**config.mk**
```make
export PLATFORM = sky130hd
export DESIGN_NAME = mini_mips_instruction_executor
export DESIGN_NICKNAME = d
export VERILOG_FILES = /design/src/rtl/mmie_pkg.sv /design/src/rtl/mmie_exec.sv /design/src/rtl/mini_mips_instruction_executor.sv
export SDC_FILE = /design/constraint.sdc
export NUM_CORES = 2
export LEC_CHECK = 0
export BUFFER_PORTS_ARGS = -buffer_cell sky130_fd_sc_hd__buf_2
export CAP_MARGIN = 20
export CORE_MARGIN = 2
export CORE_UTILIZATION = 55
export DETAILED_ROUTE_END_ITERATION = 10
export HOLD_SLACK_MARGIN = 0.15
export PLACE_DENSITY = 0.71
export RECOVER_POWER = 100
export SLEW_MARGIN = 5
export SYNTH_ARGS = -nofsm -noshare
export SYNTH_HDL_FRONTEND = slang
export SYNTH_HIERARCHICAL = 1
export SYNTH_SLANG_ARGS = --single-unit
```
**constraint.sdc**
```tcl
create_clock -name clk_i -period 13.55 [get_ports clk_i]
set_input_delay 0.6775 -clock clk_i [delete_from_list [all_inputs] [get_ports clk_i]]
set_output_delay 0.6775 -clock clk_i [all_outputs]
set_load 0.02 [all_outputs]
```
**src/rtl/mmie_pkg.sv**
```systemverilog
// ----------------------------------------------------------------------------
// Mini-MIPS executor package
// Shared widths, instruction codes and the status group that the execute
// unit hands to the top level.
// ----------------------------------------------------------------------------
package mmie_pkg;

  localparam int unsigned DATA_WORDS_DEF = 64;
  localparam int unsigned WORD_WIDTH_DEF = 32;
  localparam int unsigned REG_COUNT      = 8;

  localparam int unsigned INSTR_W    = 16;
  localparam int unsigned PC_W       = 8;
  localparam int unsigned PLEN_W     = 9;
  localparam int unsigned REG_IDX_W  = 3;
  localparam int unsigned IMM_W      = 6;
  localparam int unsigned JADDR_W    = 7;
  localparam int unsigned OUT_WORD_W = 32;

  typedef enum logic [3:0] {
    OP_RTYPE = 4'd0,
    OP_JUMP  = 4'd2,
    OP_ADDI  = 4'd4,
    OP_BEQ   = 4'd8,
    OP_LW    = 4'd11,
    OP_SW    = 4'd15
  } opcode_e;

  typedef enum logic [2:0] {
    FN_ADD = 3'd0,
    FN_SUB = 3'd2,
    FN_AND = 3'd4,
    FN_OR  = 3'd5
  } funct_e;

  // Where a registered read takes its operand from.
  typedef enum logic [1:0] {
    SRC_ZERO = 2'd0,
    SRC_MEM  = 2'd1,
    SRC_FWD  = 2'd2
  } rd_src_e;

  typedef struct packed {
    logic reg_we;
    logic mem_we;
    logic taken;
    logic unknown;
  } exec_flags_t;

endpackage

```
**src/rtl/mmie_exec.sv**
```systemverilog
// ----------------------------------------------------------------------------
// Mini-MIPS execute unit
// Decodes one instruction and computes its register write, store, next
// program counter and status flags from the operands already read.
// ----------------------------------------------------------------------------
module mmie_exec
  import mmie_pkg::*;
#(
  parameter int unsigned WORD_WIDTH = WORD_WIDTH_DEF
) (
  input  logic [INSTR_W-1:0]    instr_i,
  input  logic [PC_W-1:0]       pc_i,
  input  logic [PLEN_W-1:0]     plen_i,
  input  logic [WORD_WIDTH-1:0] op_a_i,
  input  logic [WORD_WIDTH-1:0] op_b_i,
  input  logic [WORD_WIDTH-1:0] load_i,
  output exec_flags_t           flags_o,
  output logic [PC_W-1:0]       next_pc_o,
  output logic [REG_IDX_W-1:0]  reg_idx_o,
  output logic [WORD_WIDTH-1:0] reg_val_o,
  output logic [IMM_W-1:0]      mem_addr_o,
  output logic [WORD_WIDTH-1:0] mem_val_o
);

  logic [3:0]           opcode;
  logic [REG_IDX_W-1:0] rt;
  logic [REG_IDX_W-1:0] rd;
  logic [2:0]           funct;
  logic [IMM_W-1:0]     imm;
  logic [JADDR_W-1:0]   jaddr;
  logic                 is_branch;
  logic [PC_W-1:0]      pc_inc;

  assign opcode = instr_i[15:12];
  assign rt     = instr_i[8:6];
  assign rd     = instr_i[5:3];
  assign funct  = instr_i[2:0];
  assign imm    = instr_i[IMM_W-1:0];
  assign jaddr  = instr_i[JADDR_W-1:0];
  assign pc_inc = pc_i + PC_W'(1);

  always_comb begin
    flags_o    = '0;
    is_branch  = 1'b0;
    next_pc_o  = pc_i;
    reg_idx_o  = '0;
    reg_val_o  = '0;
    mem_addr_o = '0;
    mem_val_o  = '0;
    case (opcode)
      OP_RTYPE: begin
        reg_idx_o      = rd;
        flags_o.reg_we = 1'b1;
        case (funct)
          FN_ADD: reg_val_o = op_a_i + op_b_i;
          FN_SUB: reg_val_o = op_a_i - op_b_i;
          FN_AND: reg_val_o = op_a_i & op_b_i;
          FN_OR:  reg_val_o = op_a_i | op_b_i;
          default: begin
            reg_idx_o       = '0;
            flags_o.reg_we  = 1'b0;
            flags_o.unknown = 1'b1;
          end
        endcase
      end
      OP_ADDI: begin
        flags_o.reg_we = 1'b1;
        reg_idx_o      = rt;
        reg_val_o      = op_a_i + WORD_WIDTH'(imm);
      end
      OP_LW: begin
        // With the default store of 64 words every immediate hits.
        flags_o.reg_we = 1'b1;
        reg_idx_o      = rt;
        reg_val_o      = load_i;
      end
      OP_SW: begin
        flags_o.mem_we = 1'b1;
        mem_addr_o     = imm;
        mem_val_o      = op_b_i;
      end
      OP_BEQ: begin
        is_branch = 1'b1;
        if (op_a_i == op_b_i) begin
          flags_o.taken = 1'b1;
          next_pc_o     = pc_i + PC_W'(imm) + PC_W'(1);
        end else begin
          next_pc_o = pc_inc;
        end
      end
      OP_JUMP: begin
        is_branch     = 1'b1;
        flags_o.taken = 1'b1;
        next_pc_o     = PC_W'(jaddr);
      end
      default: begin
        flags_o.unknown = 1'b1;
      end
    endcase
    // Past the end of the program the counter parks on non-branch words.
    if (!is_branch) begin
      next_pc_o = ({1'b0, pc_i} < plen_i) ? pc_inc : pc_i;
    end
  end

endmodule

```
**src/rtl/mini_mips_instruction_executor.sv**
```systemverilog
// ----------------------------------------------------------------------------
// Mini-MIPS instruction executor
// Executes one 16-bit instruction per word against eight registers and a
// zero-initialized data store, and reports every effect of the word.
// ----------------------------------------------------------------------------
//  Channel  | Direction | Handshake               | Payload
//  ---------+-----------+-------------------------+--------------------------
//  in       | input     | in_valid_i / in_ready_o | instruction_word_i
//  out      | output    | out_valid_o/ out_ready_i| next_pc_o .. unknown_instruction_o
//  cfg      | input     | cfg_we_i (no wait)      | cfg_wdata_i (program length)
//
// One word per cycle is sustained while the output is not stalled. The
// register file and data store are read into registers when a word is
// accepted; the word then executes from the execute register, writing state
// and the result register when it leaves that stage.
// A stalled output holds the executing word and drops in_ready_o.
// Reset clears the pc, program length and the valid bits that make unwritten
// registers and store words read as zero; no clearing pass is needed.
// ----------------------------------------------------------------------------
module mini_mips_instruction_executor
  import mmie_pkg::*;
#(
  parameter int unsigned DATA_WORDS = DATA_WORDS_DEF,
  parameter int unsigned WORD_WIDTH = WORD_WIDTH_DEF
) (
  input  logic                         clk_i,
  input  logic                         rst_ni,
  input  logic                         cfg_we_i,
  input  logic [PLEN_W-1:0]            cfg_wdata_i,
  input  logic                         in_valid_i,
  output logic                         in_ready_o,
  input  logic [INSTR_W-1:0]           instruction_word_i,
  output logic                         out_valid_o,
  input  logic                         out_ready_i,
  output logic [PC_W-1:0]              next_pc_o,
  output logic                         reg_write_done_o,
  output logic [REG_IDX_W-1:0]         reg_write_index_o,
  output logic signed [OUT_WORD_W-1:0] reg_write_value_o,
  output logic                         mem_write_done_o,
  output logic [IMM_W-1:0]             mem_write_address_o,
  output logic signed [OUT_WORD_W-1:0] mem_write_value_o,
  output logic                         branch_taken_o,
  output logic                         unknown_instruction_o
);

  localparam int unsigned DAW = $clog2(DATA_WORDS);

  // Handshake and pipeline control.
  logic                 accept;
  logic                 advance;
  logic                 e_fire;
  logic                 e_valid_q;
  logic [INSTR_W-1:0]   e_instr_q;
  logic                 out_valid_q;
  logic [PC_W-1:0]      pc_q;
  logic [PLEN_W-1:0]    plen_q;

  // Register file and data store.
  logic [WORD_WIDTH-1:0] rf_mem [REG_COUNT];
  logic [REG_COUNT-1:0]  rf_vld_q;
  logic [WORD_WIDTH-1:0] dm_mem [DATA_WORDS];
  logic [DATA_WORDS-1:0] dm_vld_q;

  logic [REG_IDX_W-1:0]  rf_ra;
  logic [REG_IDX_W-1:0]  rf_rb;
  logic [DAW-1:0]        dm_ra;
  logic                  rf_we;
  logic                  dm_we;
  logic [DAW-1:0]        dm_waddr;

  logic [WORD_WIDTH-1:0] rfa_mem_q;
  logic [WORD_WIDTH-1:0] rfb_mem_q;
  logic [WORD_WIDTH-1:0] dm_mem_q;
  logic [WORD_WIDTH-1:0] rf_fwd_q;
  logic [WORD_WIDTH-1:0] dm_fwd_q;
  rd_src_e               rfa_src_q;
  rd_src_e               rfb_src_q;
  rd_src_e               dm_src_q;

  logic [WORD_WIDTH-1:0] op_a;
  logic [WORD_WIDTH-1:0] op_b;
  logic [WORD_WIDTH-1:0] load_val;

  // Execute unit results.
  exec_flags_t           ex_flags;
  logic [PC_W-1:0]       ex_next_pc;
  logic [REG_IDX_W-1:0]  ex_reg_idx;
  logic [WORD_WIDTH-1:0] ex_reg_val;
  logic [IMM_W-1:0]      ex_mem_addr;
  logic [WORD_WIDTH-1:0] ex_mem_val;

  assign advance    = !out_valid_q || out_ready_i;
  assign e_fire     = e_valid_q && advance;
  assign in_ready_o = !e_valid_q || advance;
  assign accept     = in_valid_i && in_ready_o;

  assign rf_ra    = instruction_word_i[11:9];
  assign rf_rb    = instruction_word_i[8:6];
  assign dm_ra    = DAW'(instruction_word_i[IMM_W-1:0]);
  assign rf_we    = e_fire && ex_flags.reg_we;
  assign dm_we    = e_fire && ex_flags.mem_we;
  assign dm_waddr = DAW'(ex_mem_addr);

  always_ff @(posedge clk_i or negedge rst_ni) begin
    if (!rst_ni) begin
      e_valid_q   <= 1'b0;
      out_valid_q <= 1'b0;
      pc_q        <= '0;
      plen_q      <= '0;
      rf_vld_q    <= '0;
      dm_vld_q    <= '0;
    end else begin
      if (accept) begin
        e_valid_q <= 1'b1;
      end else if (e_fire) begin
        e_valid_q <= 1'b0;
      end
      if (e_fire) begin
        out_valid_q <= 1'b1;
        pc_q        <= ex_next_pc;
      end else if (out_ready_i) begin
        out_valid_q <= 1'b0;
      end
      if (cfg_we_i) begin
        plen_q <= cfg_wdata_i;
      end
      if (rf_we) begin
        rf_vld_q[ex_reg_idx] <= 1'b1;
      end
      if (dm_we) begin
        dm_vld_q[dm_waddr] <= 1'b1;
      end
    end
  end

  // Storage arrays with registered reads. A write landing at the same edge
  // as a read of the same entry is forwarded instead of read.
  always_ff @(posedge clk_i) begin
    if (rf_we) begin
      rf_mem[ex_reg_idx] <= ex_reg_val;
    end
    if (dm_we) begin
      dm_mem[dm_waddr] <= ex_mem_val;
    end
    if (accept) begin
      e_instr_q <= instruction_word_i;
      rfa_mem_q <= rf_mem[rf_ra];
      rfb_mem_q <= rf_mem[rf_rb];
      dm_mem_q  <= dm_mem[dm_ra];
      rf_fwd_q  <= ex_reg_val;
      dm_fwd_q  <= ex_mem_val;
      rfa_src_q <= (rf_we && ex_reg_idx == rf_ra) ? SRC_FWD :
                   rf_vld_q[rf_ra] ? SRC_MEM : SRC_ZERO;
      rfb_src_q <= (rf_we && ex_reg_idx == rf_rb) ? SRC_FWD :
                   rf_vld_q[rf_rb] ? SRC_MEM : SRC_ZERO;
      dm_src_q  <= (dm_we && dm_waddr == dm_ra) ? SRC_FWD :
                   dm_vld_q[dm_ra] ? SRC_MEM : SRC_ZERO;
    end
  end

  always_comb begin
    case (rfa_src_q)
      SRC_MEM: op_a = rfa_mem_q;
      SRC_FWD: op_a = rf_fwd_q;
      default: op_a = '0;
    endcase
    case (rfb_src_q)
      SRC_MEM: op_b = rfb_mem_q;
      SRC_FWD: op_b = rf_fwd_q;
      default: op_b = '0;
    endcase
    case (dm_src_q)
      SRC_MEM: load_val = dm_mem_q;
      SRC_FWD: load_val = dm_fwd_q;
      default: load_val = '0;
    endcase
  end

  mmie_exec #(
    .WORD_WIDTH (WORD_WIDTH)
  ) u_exec (
    .instr_i    (e_instr_q),
    .pc_i       (pc_q),
    .plen_i     (plen_q),
    .op_a_i     (op_a),
    .op_b_i     (op_b),
    .load_i     (load_val),
    .flags_o    (ex_flags),
    .next_pc_o  (ex_next_pc),
    .reg_idx_o  (ex_reg_idx),
    .reg_val_o  (ex_reg_val),
    .mem_addr_o (ex_mem_addr),
    .mem_val_o  (ex_mem_val)
  );

  // Result register.
  always_ff @(posedge clk_i) begin
    if (e_fire) begin
      next_pc_o             <= ex_next_pc;
      reg_write_done_o      <= ex_flags.reg_we;
      reg_write_index_o     <= ex_reg_idx;
      reg_write_value_o     <= OUT_WORD_W'(signed'(ex_reg_val));
      mem_write_done_o      <= ex_flags.mem_we;
      mem_write_address_o   <= ex_mem_addr;
      mem_write_value_o     <= OUT_WORD_W'(signed'(ex_mem_val));
      branch_taken_o        <= ex_flags.taken;
      unknown_instruction_o <= ex_flags.unknown;
    end
  end

  assign out_valid_o = out_valid_q;

  // An executing word always leaves a result behind it.
  a_fire_gives_result: assert property (@(posedge clk_i) disable iff (!rst_ni)
    e_fire |=> out_valid_q)
    else $error("executed word produced no result");

  // A stalled result holds the executing word, so nothing new may enter.
  a_stall_blocks_input: assert property (@(posedge clk_i) disable iff (!rst_ni)
    (e_valid_q && out_valid_q && !out_ready_i) |-> !in_ready_o)
    else $error("word accepted while the execute stage was stalled");

  // A taken result drained with nothing behind it leaves the output empty.
  a_drain_empties: assert property (@(posedge clk_i) disable iff (!rst_ni)
    (out_valid_q && out_ready_i && !e_fire) |=> !out_valid_q)
    else $error("result repeated after it was taken");

  // An unrecognized word has no side effects.
  a_unknown_no_effect: assert property (@(posedge clk_i) disable iff (!rst_ni)
    (e_fire && ex_flags.unknown) |->
      (!ex_flags.reg_we && !ex_flags.mem_we && !ex_flags.taken))
    else $error("unrecognized word changed state");

  // The pc only moves when a word executes.
  a_pc_moves_on_fire: assert property (@(posedge clk_i) disable iff (!rst_ni)
    !e_fire |=> $stable(pc_q))
    else $error("pc changed without an executing word");

endmodule

```
Yosys cells after proc, flatten, opt, wreduce, memory -nomap -nowiden. Memories as Yosys holds them, arrays and structs flattened. A register that Yosys moved wholly into a read port is not among the register bits. Index checks and enable logic that the tools add are counted.

Equal/unequal tests: 18. Reductions and logical operators: 21. $lt $le $gt $ge: 8. Shifts and indexed selects: 0. Divide/modulo/power cells: 0. Add/sub/neg operators: 6. Bitwise operators: 4. Multiplexer cells: 42. $mul: 0.

Operators with widths (count): case mux 32 bit (2 select lines) (3); case mux 32 bit (4 select lines) (1); case mux 32 bit (3 select lines) (1); OR 64 bit (1); adder 32 bit (1); adder 32 x 6 -> 32 bit (1); AND 32 bit (1); equality test 32 bit (1); two-way mux 32 bit (1); OR 32 bit (1); subtractor 32 bit (1); two-way mux 8 bit (3); two-way mux 1 bit (21); adder 8 x 1 -> 8 bit, second input constant (2); case mux 8 bit (2 select lines) (1); less-than comparator 6 x 7 -> 1 bit, second input constant (2); equality test 4 bit, second input constant (3); less-than comparator 3 x 4 -> 1 bit, second input constant (3); logical AND 1 bit (9); less-than comparator 8 x 9 -> 1 bit (1); adder 8 x 6 -> 8 bit (1); OR 8 bit (1); binary-select mux 1 bit (select 3 bit) (2); binary-select mux 1 bit (select 6 bit) (1); other kinds (24) (36).

Register bits: 262. Memory bits (writable): 2304. Input port bits: 30. Logic and storage cells: 122. Memories kept: 2. Latch bits: 0. ROM bits: 0. Output and inout port bits: 87.

Memories: dm_mem (depth 64, bits a word 32, read ports 1, clocked after memory_dff 1, write ports 1, RTL line mini_mips_instruction_executor.sv:61) `logic [WORD_WIDTH-1:0] dm_mem [DATA_WORDS];`; rf_mem (depth 8, bits a word 32, read ports 2, clocked after memory_dff 2, write ports 1, RTL line mini_mips_instruction_executor.sv:59) `logic [WORD_WIDTH-1:0] rf_mem [REG_COUNT];`.

Depth between registers and ports, before layout.
Depth in word-level cells: 9. Gate-level depth with buffers: 18. Gate-level depth less buffers: 17.

By module. The synthesis kept the hierarchy.

By module, submodules not included: mini_mips_instruction_executor (seq. area each 79481.2 sq um, area each 102418.2 sq um, times used 1, cells each 4468); mmie_exec (seq. area each 0.0 sq um, area each 7023.0 sq um, times used 1, cells each 1072).

Worst setup path after synthesis. No wires, ideal clock.

Path type: input to register. From: input port out_ready_i. To: memory rf_mem[1][0] (netlist name) (enable). Slack: 6.716 ns. Stages on the path: 5. Data required time: 13.087 ns. Buffers on the path: 1. Data arrival time: 6.371 ns. Cell sequence: nand2b_1 > and2_1 > clkbuf_1 > nand3_1 > nor3_1.

Longest elaborated chain between the ends: 5.

Ends and longest elaborated chain: start, declared (RTL line mini_mips_instruction_executor.sv:34) `input logic out_ready_i,`; logical OR 1 bit (RTL line mini_mips_instruction_executor.sv:92) `assign advance = !out_valid_q || out_ready_i;`; logical AND 1 bit (RTL line mini_mips_instruction_executor.sv:93) `assign e_fire = e_valid_q && advance;`; via e_fire (RTL line mini_mips_instruction_executor.sv:51) `logic e_fire;`; logical AND 1 bit (RTL line mini_mips_instruction_executor.sv:100) `assign rf_we = e_fire && ex_flags.reg_we;`; two-way mux 1 bit (RTL line mini_mips_instruction_executor.sv:139) `if (rf_we) begin`; two-way mux 1 bit (not written as such) (RTL line mini_mips_instruction_executor.sv:140) `rf_mem[ex_reg_idx] <= ex_reg_val;`; end, declared (RTL line mini_mips_instruction_executor.sv:59).

The timed path passes the listed nets, and every way through them passes these cells.

Worst setup path after layout.
From: input port out_ready_i. To: memory rf_mem[7][14] (netlist name) (enable).

Longest elaborated chain between the ends: 5.

Ends and longest elaborated chain (RTL line): logical OR 1 bit (mini_mips_instruction_executor.sv:92); logical AND 1 bit (mini_mips_instruction_executor.sv:93); logical AND 1 bit (mini_mips_instruction_executor.sv:100); two-way mux 1 bit (mini_mips_instruction_executor.sv:139); two-way mux 1 bit (not written as such) (mini_mips_instruction_executor.sv:140).

No other way between the ends.

==> flow_metrics.tcl <==
set metrics [dict create \
    postRouteWirelength_mm 297 \
    clock-sinks 2659 \
    min_to "plen_q[1]$_DFFE_PN0P_" \
    holdWs_ps 199 \
    die_area_um2 202000 \
    p_leak_nw 41.5 \
    syn2layout_area_growth_pct 11.4 \
    r2r-start "out_valid_o$_DFFE_PN0P_" \
    rrSetupSlack_ps 4300 \
    multiInputGateArea_um2 28500 \
    vias 58200 \
    crit_type "in -> reg" \
    seq_area_um2 79400 \
    grt_pass1_vias 58500 \
    grt_use_total 0.294 \
    drc 0 \
    final_area_um2 122000 \
    place_area_um2 114000 \
    grt_pass1_wl_mm 425 \
    dp_hpwl_mm 170 \
    die_x_um 450 \
    cp-start-kind "input port" \
    ir_worst_vdd_uv 134 \
    first_iter_violations 8075 \
    worst_pin_slew_ps 5370 \
    synthesis.area_um2 109000 \
    synthesis.instances 5537 \
    core_um2 197000 \
    place.port_buffers 116 \
    slew_headroom -2.58 \
    cts_tree "built" \
    tns_ps 0 \
    dr.pass1.iters 6 \
    drt-wirelength-per-cell_um 34.2 \
    clock_latency_ps 950 \
    synth_warnings 6 \
    drv_cap 135 \
    min_from "cfg_we_i" \
    antenna_found_initial 11 \
    die_y_um 450 \
    layout-drive-gt1-share 0.223 \
    period_minus_slack_ps 9270 \
    rsz0062_at_grt "no" \
    fmax_mhz 108 \
    viasPerCell 6.71 \
    io_pins 117 \
    ctsHoldBuffers 20 \
    final-hold-violation-count 0 \
    drv_slew 5358 \
    crit_path_end_kind "flop" \
    layout_common_cells "edfxtp_1, mux4_2, clkbuf_1" \
    violations "capacitance limit, slew limit" \
    ant_nets 0 \
    worstPathRequired_ps 13970 \
    min_path_cells 2 \
    cellPowerDensity_nw_per_um2 143 \
    fin_crit_sh 0.684 \
    clk_pin_slew_worst_paths_ps 60 \
    cts_buffers 284 \
    gp_congestion 0.959 \
    r2r_cells 6 \
    ctsHtreeMaxLevel 5 \
    rows 163 \
    syn_nets 5701 \
    clock_path_buffers 4 \
    cp_max_fo 53 \
    post_cts_resized 0 \
    postSynthAreaPerCell_um2 19.7 \
    setup_viol 0 \
    finClkSkew_ps 90.1 \
    grt-ovfl-total 0 \
    hold_class "in -> reg" \
    postCtsSetupRepairBufs 0 \
    r2r_end "rf_mem[7][14]$_DFFE_PP_" \
    fillers 13800 \
    start_util 0.554 \
    grt_max_degree 106 \
    nNetsFinal 6007 \
    status "finished with violations" \
    clock-root-buffer "clkbuf_16" \
    crit_arrival_ps 9690 \
    layout_commonest_cell "edfxtp_1" \
]
==> power breakdown <==
group | leakage, nW | total, mW | switching (mW) | internal (mW)
Clock | 4.08 | 7.15 | 3.05 | 4.10
Sequential | 27.4 | 9.10 | 0.0776 | 9.03
Combinational | 9.97 | 1.20 | 0.746 | 0.454
==> final cells by class <==
class,count,area share
Timing Repair Buffer,345,0.0142
Inverter,119,0.00367
Antenna cell,7,0.000144
Tap cell,2640,0.0271
Clock inverter,122,0.00729
Clock buffer,351,0.0615
Sequential cell,2659,0.652
Multi-Input combinational cell,2434,0.234
==> layer usage <==
metal / wire length (um) / track usage / up-vias
met4: 14600 / 0.119 / 8
met1: 108000 / 0.401 / 30600
met2: 143000 / 0.471 / 3398
li1: - / - / 23500
met5: 56 / 0 / -
met3: 30700 / 0.0589 / 675
==> worst max-delay path: stages <==
cell and delay, ps:
dlygate4sd3_1 540, buf_2 100, nand2b_1 130, and2_0 2870
clkbuf_1 2330, nand3_1 470, nor2_1 420, clkbuf_1 1970
==> state kept, by name, summed over array words and instances, names as in the netlist, 3 cells and up <==
signal and count:
dm_mem 2048, rf_mem 256, dm_vld_q 64, dm_fwd_q 32, dm_mem_q 32, mem_write_value_o 32
reg_write_value_o 32, rf_fwd_q 32, rfa_mem_q 32, rfb_mem_q 32, e_instr_q 13, plen_q 9
next_pc_o 8, pc_q 8, rf_vld_q 8, mem_write_address_o 6, reg_write_index_o 3
==> per-stage QoR <==
stage / utilization / std cells / power, mW / worst slack, ps
global placement: 0.578 / 8171 / 10.4 / 7860
finish: 0.617 / 8677 / 17.5 / 4280
global route: 0.617 / 8670 / 17.9 / 3880
detailed placement: 0.578 / 8173 / 10.5 / 7930
CTS: 0.622 / 8666 / 17.5 / 7960
floorplan: - / 5537 / 10.0 / 6720
==> worst max-delay path by stage <==
stage,endpoint,slack (ps),startpoint,cells past startpoint
floorplan,rf_mem[1][0]$_DFFE_PP_,6720,out_ready_i,5
global placement,dm_mem_q[5]$_DFFE_PP_,7860,instruction_word_i[0],8
detailed placement,dm_mem_q[31]$_DFFE_PP_,7930,instruction_word_i[0],8
CTS,rf_mem[7][23]$_DFFE_PP_,7960,rfa_src_q[0]$_SDFFCE_PP0P_,16
global route,rf_mem[7][23]$_DFFE_PP_,3880,out_valid_o$_DFFE_PN0P_,6
finish,rf_mem[7][14]$_DFFE_PP_,4280,out_ready_i,8
Note: power is estimated with default switching activity, not from simulation.
